$ cat config.mk
export PLATFORM = sky130hd
export DESIGN_NAME = periodic_sync_clock_offset_tracker
export DESIGN_NICKNAME = d
export VERILOG_FILES = /design/src/sv/pscot_pkg.sv /design/src/sv/periodic_sync_clock_offset_tracker.sv
export SDC_FILE = /design/constraint.sdc
export NUM_CORES = 2
export LEC_CHECK = 0
export BUFFER_PORTS_ARGS = -buffer_cell sky130_fd_sc_hd__buf_2
export CAP_MARGIN = 20
export CELL_PAD_IN_SITES_DETAIL_PLACEMENT = 0
export CELL_PAD_IN_SITES_GLOBAL_PLACEMENT = 2
export CORE_MARGIN = 4
export CORE_UTILIZATION = 42
export DETAILED_ROUTE_END_ITERATION = 12
export GPL_TIMING_DRIVEN = 0
export PLACE_DENSITY_LB_ADDON = 0.12
export SYNTH_ARGS = -nofsm -noshare
export SYNTH_HDL_FRONTEND = slang
export SYNTH_SLANG_ARGS = --single-unit
$ cat constraint.sdc
create_clock -name clock -period 11.2 [get_ports clock]
set_clock_uncertainty 0.15 [all_clocks]
set_input_delay 1.12 -clock clock [delete_from_list [all_inputs] [get_ports clock]]
set_output_delay 1.12 -clock clock [all_outputs]
set_load 0.05 [all_outputs]
$ cat src/sv/pscot_pkg.sv
// Shared widths, command codes and constants of the clock offset tracker.
package pscot_pkg;

   // Stream word widths
   localparam int REQ_DATA_W = 64;
   localparam int REQ_USER_W = 4;
   localparam int RSP_DATA_W = 64;
   localparam int RSP_USER_W = 1;

   // Register port
   localparam int CSR_ADDR_W = 3;
   localparam int CSR_DATA_W = 32;
   localparam int RATE_W     = 20;
   localparam logic [0:0] REG_TICK_RATE = 1'b0;
   localparam logic [RATE_W-1:0] RATE_RESET = 20'd32768;

   // Command codes
   localparam logic [2:0] CMD_REPORT   = 3'd0;
   localparam logic [2:0] CMD_SET_WALL = 3'd1;
   localparam logic [2:0] CMD_CORRECT  = 3'd2;
   localparam logic [2:0] CMD_SYNC     = 3'd3;
   localparam logic [2:0] CMD_READ     = 3'd4;

   // Serial arithmetic: divisors and step counts
   localparam logic [19:0] MS_DIV  = 20'd1000;
   localparam logic [19:0] PPM_DIV = 20'd1000000;
   localparam int          ACC_W   = 53;  // 33-bit ms times 20-bit rate
   localparam logic [5:0]  MUL_STEPS      = 6'd20;
   localparam logic [5:0]  MS_DIV_STEPS   = 6'd53;
   localparam logic [5:0]  TRIM_DIV_STEPS = 6'd38;
   localparam logic [5:0]  LIM_DIV_STEPS  = 6'd37;

endpackage

$ cat src/sv/periodic_sync_clock_offset_tracker.sv
// Clock offset tracker: turns a free-running tick count into a synchronized timestamp.
//
// Each request word carries a command, the tick count at the event, a value and an ok
// flag; each one yields exactly one response word with tick + offset, the measured
// interval error of a subevent report and a reject flag. Set wall clock, correction,
// read and failed events finish at once and stream at one per clock while responses
// are not stalled. A good subevent report runs through difference, magnitude, error,
// limit check and offset update. A good sync transfer scales the interval in 1.25 ms
// units to ticks by a bit-serial multiplier (one rate bit per cycle), and three
// one-bit-per-cycle restoring divisions by 1000 and 1000000 form the trimmed interval
// and the error limit. One request is worked on at a time; a finished response waits
// in a staging register and an output register, so the next request is taken while
// a response is still pending. The tick rate register (byte address 0) is written over
// the APB port; the user must write it only while idle; the block does not enforce it.
module periodic_sync_clock_offset_tracker (
   input  logic                                 clock,
   input  logic                                 reset,
   // request stream
   input  logic                                 req_tvalid,
   output logic                                 req_tready,
   input  logic [pscot_pkg::REQ_DATA_W-1:0]     req_tdata,  // event tick, value
   input  logic [pscot_pkg::REQ_USER_W-1:0]     req_tuser,  // cmd[2:0], event_ok
   // response stream
   output logic                                 rsp_tvalid,
   input  logic                                 rsp_tready,
   output logic [pscot_pkg::RSP_DATA_W-1:0]     rsp_tdata,  // timestamp, measured_error
   output logic [pscot_pkg::RSP_USER_W-1:0]     rsp_tuser,  // error_rejected
   // register port
   input  logic                                 csr_psel,
   input  logic                                 csr_penable,
   input  logic                                 csr_pwrite,
   input  logic [pscot_pkg::CSR_ADDR_W-1:0]     csr_paddr,
   input  logic [pscot_pkg::CSR_DATA_W-1:0]     csr_pwdata,
   output logic [pscot_pkg::CSR_DATA_W-1:0]     csr_prdata,
   output logic                                 csr_pready
);
   import pscot_pkg::*;

   // Sequencer states
   localparam logic [3:0] S_IDLE     = 4'd0;
   localparam logic [3:0] S_RPT_ABS  = 4'd1;
   localparam logic [3:0] S_RPT_ERR  = 4'd2;
   localparam logic [3:0] S_RPT_UPD  = 4'd3;
   localparam logic [3:0] S_MUL      = 4'd4;
   localparam logic [3:0] S_DIV_MS   = 4'd5;
   localparam logic [3:0] S_TRIM_LD  = 4'd6;
   localparam logic [3:0] S_DIV_TRIM = 4'd7;
   localparam logic [3:0] S_LIM_LD   = 4'd8;
   localparam logic [3:0] S_DIV_LIM  = 4'd9;

   // Request fields
   logic [2:0]  req_cmd;
   logic        req_ok;
   logic [31:0] req_tick;
   logic [31:0] req_value;

   assign req_cmd   = req_tuser[2:0];
   assign req_ok    = req_tuser[3];
   assign req_tick  = req_tdata[31:0];
   assign req_value = req_tdata[63:32];

   // Architectural state
   logic [RATE_W-1:0] rate_ff, rate_in;
   logic [31:0] offset_ff, offset_in;
   logic [31:0] last_rpt_ff, last_rpt_in;
   logic [31:0] last_good_ff, last_good_in;
   logic [31:0] exp_ff, exp_in;
   logic [31:0] limit_ff, limit_in;

   // Sequencer and serial datapath
   logic [3:0]        state_ff, state_in;
   logic [5:0]        cnt_ff, cnt_in;
   logic [ACC_W-1:0]  dvd_ff, dvd_in;
   logic [19:0]       rem_ff, rem_in;
   logic [32:0]       ms_ff, ms_in;
   logic [RATE_W-1:0] mlt_ff, mlt_in;
   logic              dsel_ff, dsel_in;
   logic [31:0]       work_ff, work_in;

   // Staging and output registers
   logic        stg_valid_ff, stg_valid_in;
   logic [31:0] stg_tick_ff, stg_tick_in;
   logic [31:0] stg_err_ff, stg_err_in;
   logic        stg_rej_ff, stg_rej_in;
   logic        rsp_valid_ff, rsp_valid_in;
   logic [31:0] rsp_ts_ff, rsp_ts_in;
   logic [31:0] rsp_err_ff, rsp_err_in;
   logic        rsp_rej_ff, rsp_rej_in;

   // Handshakes
   logic out_free, stg_move, req_accept, csr_write;

   assign out_free   = !rsp_valid_ff || rsp_tready;
   assign stg_move   = stg_valid_ff && out_free;
   assign req_tready = (state_ff == S_IDLE) && (!stg_valid_ff || out_free);
   assign req_accept = req_tvalid && req_tready;
   assign csr_write  = csr_psel && csr_penable && csr_pwrite && csr_pready;

   assign rsp_tvalid = rsp_valid_ff;
   assign rsp_tdata  = {rsp_err_ff, rsp_ts_ff};
   assign rsp_tuser  = rsp_rej_ff;

   assign csr_pready = 1'b1;
   assign csr_prdata = (csr_paddr[2] == REG_TICK_RATE) ?
                       {{(CSR_DATA_W-RATE_W){1'b0}}, rate_ff} : '0;

   // Interval in 1.25 ms units to whole ms: floor(10 * value / 8)
   logic [35:0] ms10;
   assign ms10 = ({4'b0, req_value} << 3) + ({4'b0, req_value} << 1);

   // Constant scalings of the work register: 36 * t and 20 * t
   logic [37:0] t36;
   logic [36:0] t20;
   assign t36 = ({6'b0, work_ff} << 5) + ({6'b0, work_ff} << 2);
   assign t20 = ({5'b0, work_ff} << 4) + ({5'b0, work_ff} << 2);

   // Shift-add multiplier step, one rate bit per cycle
   logic [33:0] mul_sum;
   assign mul_sum = {1'b0, dvd_ff[ACC_W-1:RATE_W]} + (mlt_ff[0] ? {1'b0, ms_ff} : 34'd0);

   // Restoring divider step, one quotient bit per cycle into the low end of dvd
   logic [19:0] divisor;
   logic [20:0] trial, trial_sub;
   logic        q_bit;
   logic [31:0] q_low;
   assign divisor   = dsel_ff ? PPM_DIV : MS_DIV;
   assign trial     = {rem_ff, dvd_ff[ACC_W-1]};
   assign trial_sub = trial - {1'b0, divisor};
   assign q_bit     = (trial >= {1'b0, divisor});
   assign q_low     = {dvd_ff[30:0], q_bit};

   // Report limit check, signed with one guard bit
   logic signed [32:0] err_s, lim_s, nlim_s;
   logic               reject;
   assign err_s  = $signed({work_ff[31], work_ff});
   assign lim_s  = $signed({limit_ff[31], limit_ff});
   assign nlim_s = -lim_s;
   assign reject = (err_s > lim_s) || (err_s < nlim_s);

   // Next-state logic
   always_comb begin
      rate_in      = rate_ff;
      offset_in    = offset_ff;
      last_rpt_in  = last_rpt_ff;
      last_good_in = last_good_ff;
      exp_in       = exp_ff;
      limit_in     = limit_ff;
      state_in     = state_ff;
      cnt_in       = cnt_ff;
      dvd_in       = dvd_ff;
      rem_in       = rem_ff;
      ms_in        = ms_ff;
      mlt_in       = mlt_ff;
      dsel_in      = dsel_ff;
      work_in      = work_ff;
      stg_valid_in = stg_valid_ff && !stg_move;
      stg_tick_in  = stg_tick_ff;
      stg_err_in   = stg_err_ff;
      stg_rej_in   = stg_rej_ff;

      if (csr_write && (csr_paddr[2] == REG_TICK_RATE)) begin
         rate_in = csr_pwdata[RATE_W-1:0];
      end

      unique case (state_ff)
         S_IDLE: begin
            if (req_accept) begin
               // commands that finish on acceptance land in the staging register at once
               stg_valid_in = 1'b1;
               stg_tick_in  = req_tick;
               stg_err_in   = '0;
               stg_rej_in   = 1'b0;
               case (req_cmd)
                  CMD_REPORT: begin
                     if (req_ok) begin
                        stg_valid_in = stg_valid_ff && !stg_move;
                        work_in      = req_tick - last_rpt_ff;
                        last_rpt_in  = req_tick;
                        state_in     = S_RPT_ABS;
                     end
                  end
                  CMD_SET_WALL: offset_in = req_value - req_tick;
                  CMD_CORRECT:  offset_in = offset_ff + req_value;
                  CMD_SYNC: begin
                     if (req_ok) begin
                        stg_valid_in = stg_valid_ff && !stg_move;
                        last_rpt_in  = req_tick;
                        ms_in        = ms10[35:3];
                        mlt_in       = rate_ff;
                        dvd_in       = '0;
                        cnt_in       = MUL_STEPS;
                        state_in     = S_MUL;
                     end
                  end
                  default: ;  // read and unused codes change nothing
               endcase
            end
         end
         S_RPT_ABS: begin
            work_in  = work_ff[31] ? (32'd0 - work_ff) : work_ff;
            state_in = S_RPT_ERR;
         end
         S_RPT_ERR: begin
            work_in  = work_ff - exp_ff;
            state_in = S_RPT_UPD;
         end
         S_RPT_UPD: begin
            if (reject) begin
               offset_in = offset_ff - last_good_ff;
            end else begin
               offset_in    = offset_ff - work_ff;
               last_good_in = work_ff;
            end
            // last_rpt_ff already holds this word's tick
            stg_valid_in = 1'b1;
            stg_tick_in  = last_rpt_ff;
            stg_err_in   = work_ff;
            stg_rej_in   = reject;
            state_in     = S_IDLE;
         end
         S_MUL: begin
            dvd_in = {mul_sum, dvd_ff[RATE_W-1:1]};
            mlt_in = mlt_ff >> 1;
            cnt_in = cnt_ff - 6'd1;
            if (cnt_ff == 6'd1) begin
               rem_in   = '0;
               dsel_in  = 1'b0;
               cnt_in   = MS_DIV_STEPS;
               state_in = S_DIV_MS;
            end
         end
         S_DIV_MS, S_DIV_TRIM, S_DIV_LIM: begin
            dvd_in = {dvd_ff[ACC_W-2:0], q_bit};
            rem_in = q_bit ? trial_sub[19:0] : trial[19:0];
            cnt_in = cnt_ff - 6'd1;
            if (cnt_ff == 6'd1) begin
               case (state_ff)
                  S_DIV_MS: begin
                     // ticks saturate at all ones
                     work_in  = (|dvd_ff[ACC_W-2:31]) ? 32'hFFFF_FFFF : q_low;
                     state_in = S_TRIM_LD;
                  end
                  S_DIV_TRIM: begin
                     work_in  = work_ff - q_low;
                     state_in = S_LIM_LD;
                  end
                  default: begin
                     exp_in       = work_ff;
                     limit_in     = q_low;
                     stg_valid_in = 1'b1;
                     stg_tick_in  = last_rpt_ff;
                     stg_err_in   = '0;
                     stg_rej_in   = 1'b0;
                     state_in     = S_IDLE;
                  end
               endcase
            end
         end
         S_TRIM_LD: begin
            dvd_in   = {t36, 15'b0};
            rem_in   = '0;
            dsel_in  = 1'b1;
            cnt_in   = TRIM_DIV_STEPS;
            state_in = S_DIV_TRIM;
         end
         S_LIM_LD: begin
            dvd_in   = {t20, 16'b0};
            rem_in   = '0;
            dsel_in  = 1'b1;
            cnt_in   = LIM_DIV_STEPS;
            state_in = S_DIV_LIM;
         end
         default: state_in = S_IDLE;
      endcase
   end

   // Output register: timestamp formed with the offset as it stands after the word
   always_comb begin
      rsp_valid_in = rsp_valid_ff && !rsp_tready;
      rsp_ts_in    = rsp_ts_ff;
      rsp_err_in   = rsp_err_ff;
      rsp_rej_in   = rsp_rej_ff;
      if (stg_move) begin
         rsp_valid_in = 1'b1;
         rsp_ts_in    = stg_tick_ff + offset_ff;
         rsp_err_in   = stg_err_ff;
         rsp_rej_in   = stg_rej_ff;
      end
   end

   // Control and architectural state
   always_ff @(posedge clock) begin
      if (reset) begin
         state_ff     <= S_IDLE;
         stg_valid_ff <= 1'b0;
         rsp_valid_ff <= 1'b0;
         rate_ff      <= RATE_RESET;
         offset_ff    <= '0;
         last_rpt_ff  <= '0;
         last_good_ff <= '0;
         exp_ff       <= '0;
         limit_ff     <= '0;
      end else begin
         state_ff     <= state_in;
         stg_valid_ff <= stg_valid_in;
         rsp_valid_ff <= rsp_valid_in;
         rate_ff      <= rate_in;
         offset_ff    <= offset_in;
         last_rpt_ff  <= last_rpt_in;
         last_good_ff <= last_good_in;
         exp_ff       <= exp_in;
         limit_ff     <= limit_in;
      end
   end

   // Datapath registers
   always_ff @(posedge clock) begin
      cnt_ff      <= cnt_in;
      dvd_ff      <= dvd_in;
      rem_ff      <= rem_in;
      ms_ff       <= ms_in;
      mlt_ff      <= mlt_in;
      dsel_ff     <= dsel_in;
      work_ff     <= work_in;
      stg_tick_ff <= stg_tick_in;
      stg_err_ff  <= stg_err_in;
      stg_rej_ff  <= stg_rej_in;
      rsp_ts_ff   <= rsp_ts_in;
      rsp_err_ff  <= rsp_err_in;
      rsp_rej_ff  <= rsp_rej_in;
   end

endmodule

==> flow_metrics.py <==
metrics = {
    "cts": {
        "cts_max_path_buffers": 3,
        "cts.sinks": 481,
        "postCtsResizedCells": 0,
        "clk_pin_slew_worst_paths_ps": 60,
        "root_buffer": "clkbuf_16",
        "cts_tree": "built",
        "cts_buffers": 57,
        "htreeDepth": 2,
        "hold_buffers": 0,
        "clk_latency_ps": 670,
        "postCtsSetupBuffers": 0,
    },
    "route": {
        "drt_wl_total_um": 143700,
        "dr.first_iter.drc_count": 3256,
        "drc": 0,
        "ant_nets": 0,
        "vias_per_cell": 5.798,
        "vias": 34067,
        "wl_per_cell_um": 24.46,
        "dr.pass1.iters": 6,
    },
    "grt": {
        "grt_pass1_vias": 31474,
        "grt_max_degree": 60,
        "overflow": 0,
        "grt_pass1_wl_um": 209000,
        "antenna_found_initial": 1,
        "track_usage": 0.2952,
    },
    "floorplan": {
        "die_x_um": 306.8,
        "die_area_sq_um": 94140,
        "rows": 109,
        "fp.dieH_um": 306.8,
        "core_sq_um": 88510,
        "boundaryPins": 210,
        "initial_utilization": 0.4237,
    },
    "pwr": {
        "peakVddDrop_mv": 0.1303,
        "p_leak_nw": 16.59,
        "power_density_nw_per_um2": 143.1,
    },
    "synthesis": {
        "avgSynthCellArea_sq_um": 8.535,
        "ys.flop_type": "edfxtp_1",
        "synth-seq-area-share": 0.3355,
        "synth_edf_count": 295,
        "async_flop_share": 0,
        "ys_types": 108,
        "ys_top_cells_by_area": "edfxtp_1 (24%), ha_1 (12%), dfxtp_1 (9.9%)",
        "synth_area_sq_um": 37500,
        "yosysMostFrequentCell": "nand2_1",
        "ys_ff_latch": 481,
        "yosysTopAreaCellShare": 0.2362,
        "syn_inst": 4394,
        "synth_top_area_cell": "edfxtp_1",
        "yosys_warnings": 0,
        "synth_common_cells": "nand2_1 (598), a21oi_1 (484), ha_1 (358)",
    },
    "critical_path": {
        "crit_top_cell": "nand3_1",
        "worst_setup_path_start_kind": "register",
        "crit_fanout": 10,
        "arrival_ps": 9600,
        "cp_slowest_cell": "mux2i_1",
        "slowest_delay_ps": 630,
        "critPathCaptureType": "register",
        "path_class": "register to register",
        "critPathRequiredTime_ps": 11610,
    },
    "timing": {
        "finalHoldViolCount": 0,
        "drv_slew": 0,
        "fmax_ghz": 0.1089,
        "min_period_ps": 9187,
        "fin_crit_sh": 0.8203,
        "grt_setup_unrepaired": "false",
        "slew_headroom": 0.2343,
        "tightest_slew_ps": 1148,
        "tns_ps": 0,
        "setup_viol_count_final": 0,
    },
    "final_layout": {
        "fin_nets": 5138,
        "syn_to_final_growth_pct": 12.25,
        "layout-drive-gt1-share": 0.09278,
        "finalNonFillerCells": 5876,
    },
    "place": {
        "io_buffers": 181,
        "post-place-cells": 5767,
        "dp_hpwl_um": 114800,
        "gp_congestion": 0.9675,
    },
    "outcome": {
        "status": "finished clean",
    },
    "run": {
        "drv_cap": 0,
    },
    "worst_hold_path": {
        "worstHoldPathType": "register to register",
    },
}
## path summary, 6_finish.rpt
| path | start | end | slack [ps] | depth (start not counted) |
|---|---|---|---|---|
| worst max-delay path | limit_ff[2] | offset_ff[31] | 2010 | 34 |
| worst min-delay path | stg_err_ff[8] | rsp_err_ff[8] | 270 | 0 |
| worst max register to register | limit_ff[2] | offset_ff[31] | 2010 | 34 |
| worst min register to register | stg_err_ff[8] | rsp_err_ff[8] | 270 | 0 |
## metrics by stage
stage / hold WS (ps) / utilization / setup WS [ps] / total power [mW] / instance area [sq um]
global route: 274.3 / 0.4756 / 1612 / 6.294 / 42090
global placement: 252.1 / 0.4509 / 750.4 / 4.076 / 39910
CTS: 269.4 / 0.4756 / 2204 / 6.032 / 42090
detailed placement: 254.5 / 0.4534 / 2234 / 4.076 / 40130
finish: 267.7 / 0.4756 / 2013 / 6.025 / 42100
floorplan: 250.3 / - / 4026 / 3.474 / 37540
## where the power goes
group          total (mW)  internal [mW]  switching (mW)
clock network        1.94           1.10           0.837
logic                1.92          0.696            1.23
registers            2.16           2.04           0.122
total                6.03           3.84            2.19
## critical path: cells and delay by family, from the launching register on
kind | cells | cell delay [ps]
mux | 2 | 750
simple gates | 16 | 3650
compound gates | 10 | 2520
flops | 1 | 350
xor+xnor | 1 | 140
buf+inv | 3 | 900
fa+ha+maj | 2 | 650
## cell type report
| class | count | area, sq um |
|---|---|---|
| repair buffers | 197 | 1106 |
| clock inverters | 28 | 275.3 |
| flip-flops and latches | 481 | 12580 |
| clock buffers | 80 | 1684 |
| multi-input cells | 3492 | 23290 |
| plain buffers | 210 | 863.3 |
| well taps | 1165 | 1458 |
| inverters | 222 | 833.3 |
| fillers | 8839 | 46410 |
| diodes | 1 | 2.502 |
## registers in the layout, indices dropped and copies added (netlist names), 32 cells and up
register / cells
last_rpt_ff: 32
stg_tick_ff: 32
ms_ff: 33
offset_ff: 32
rsp_ts_ff: 32
rsp_err_ff: 32
limit_ff: 32
last_good_ff: 32
work_ff: 32
stg_err_ff: 32
exp_ff: 32
dvd_ff: 53
## routing by layer
metal	wire length (um)	GRT usage	vias to the layer above
met4	7355	0.1234	0
met1	63730	0.4051	16223
met2	63730	0.4701	1150
met3	8926	0.03981	285
met5	0	0	-
li1	-	-	16409
## placed cells by master (no fill, tap or decap), types with 26 or more instances in the layout
cell	count
and2_1	51
nand2_1	598
xnor2_1	197
buf_2	194
a31oi_1	28
o21ai_1	39
o21bai_1	40
nor2b_1	54
a21o_1	121
o22ai_1	32
a21oi_1	484
xor2_1	127
o21ai_0	186
nand4_1	32
nor2_1	280
mux2i_1	49
a211oi_1	46
nor4_1	26
nand2b_1	49
o21a_1	40
ha_1	358
inv_1	222
and3_1	62
dfxtp_1	186
mux2_2	60
nand3_1	88
clkbuf_1	181
edfxtp_1	295
nor3_1	95
clkbuf_16	60
## logic make-up after synthesis
logic type | after synthesis | share of synthesized area
AND/OR/NAND/NOR | 1434 | 0.1798
adder cells (fa/ha/maj) | 367 | 0.1242
buffers and inverters | 432 | 0.04524
multiplexers | 110 | 0.03139
AO/OA/AOI/OAI | 1244 | 0.2080
other | 2 | 0.0002003
flip-flops | 481 | 0.3355
XOR/XNOR | 324 | 0.07567
No activity file was read; power rests on OpenSTA's default activity.
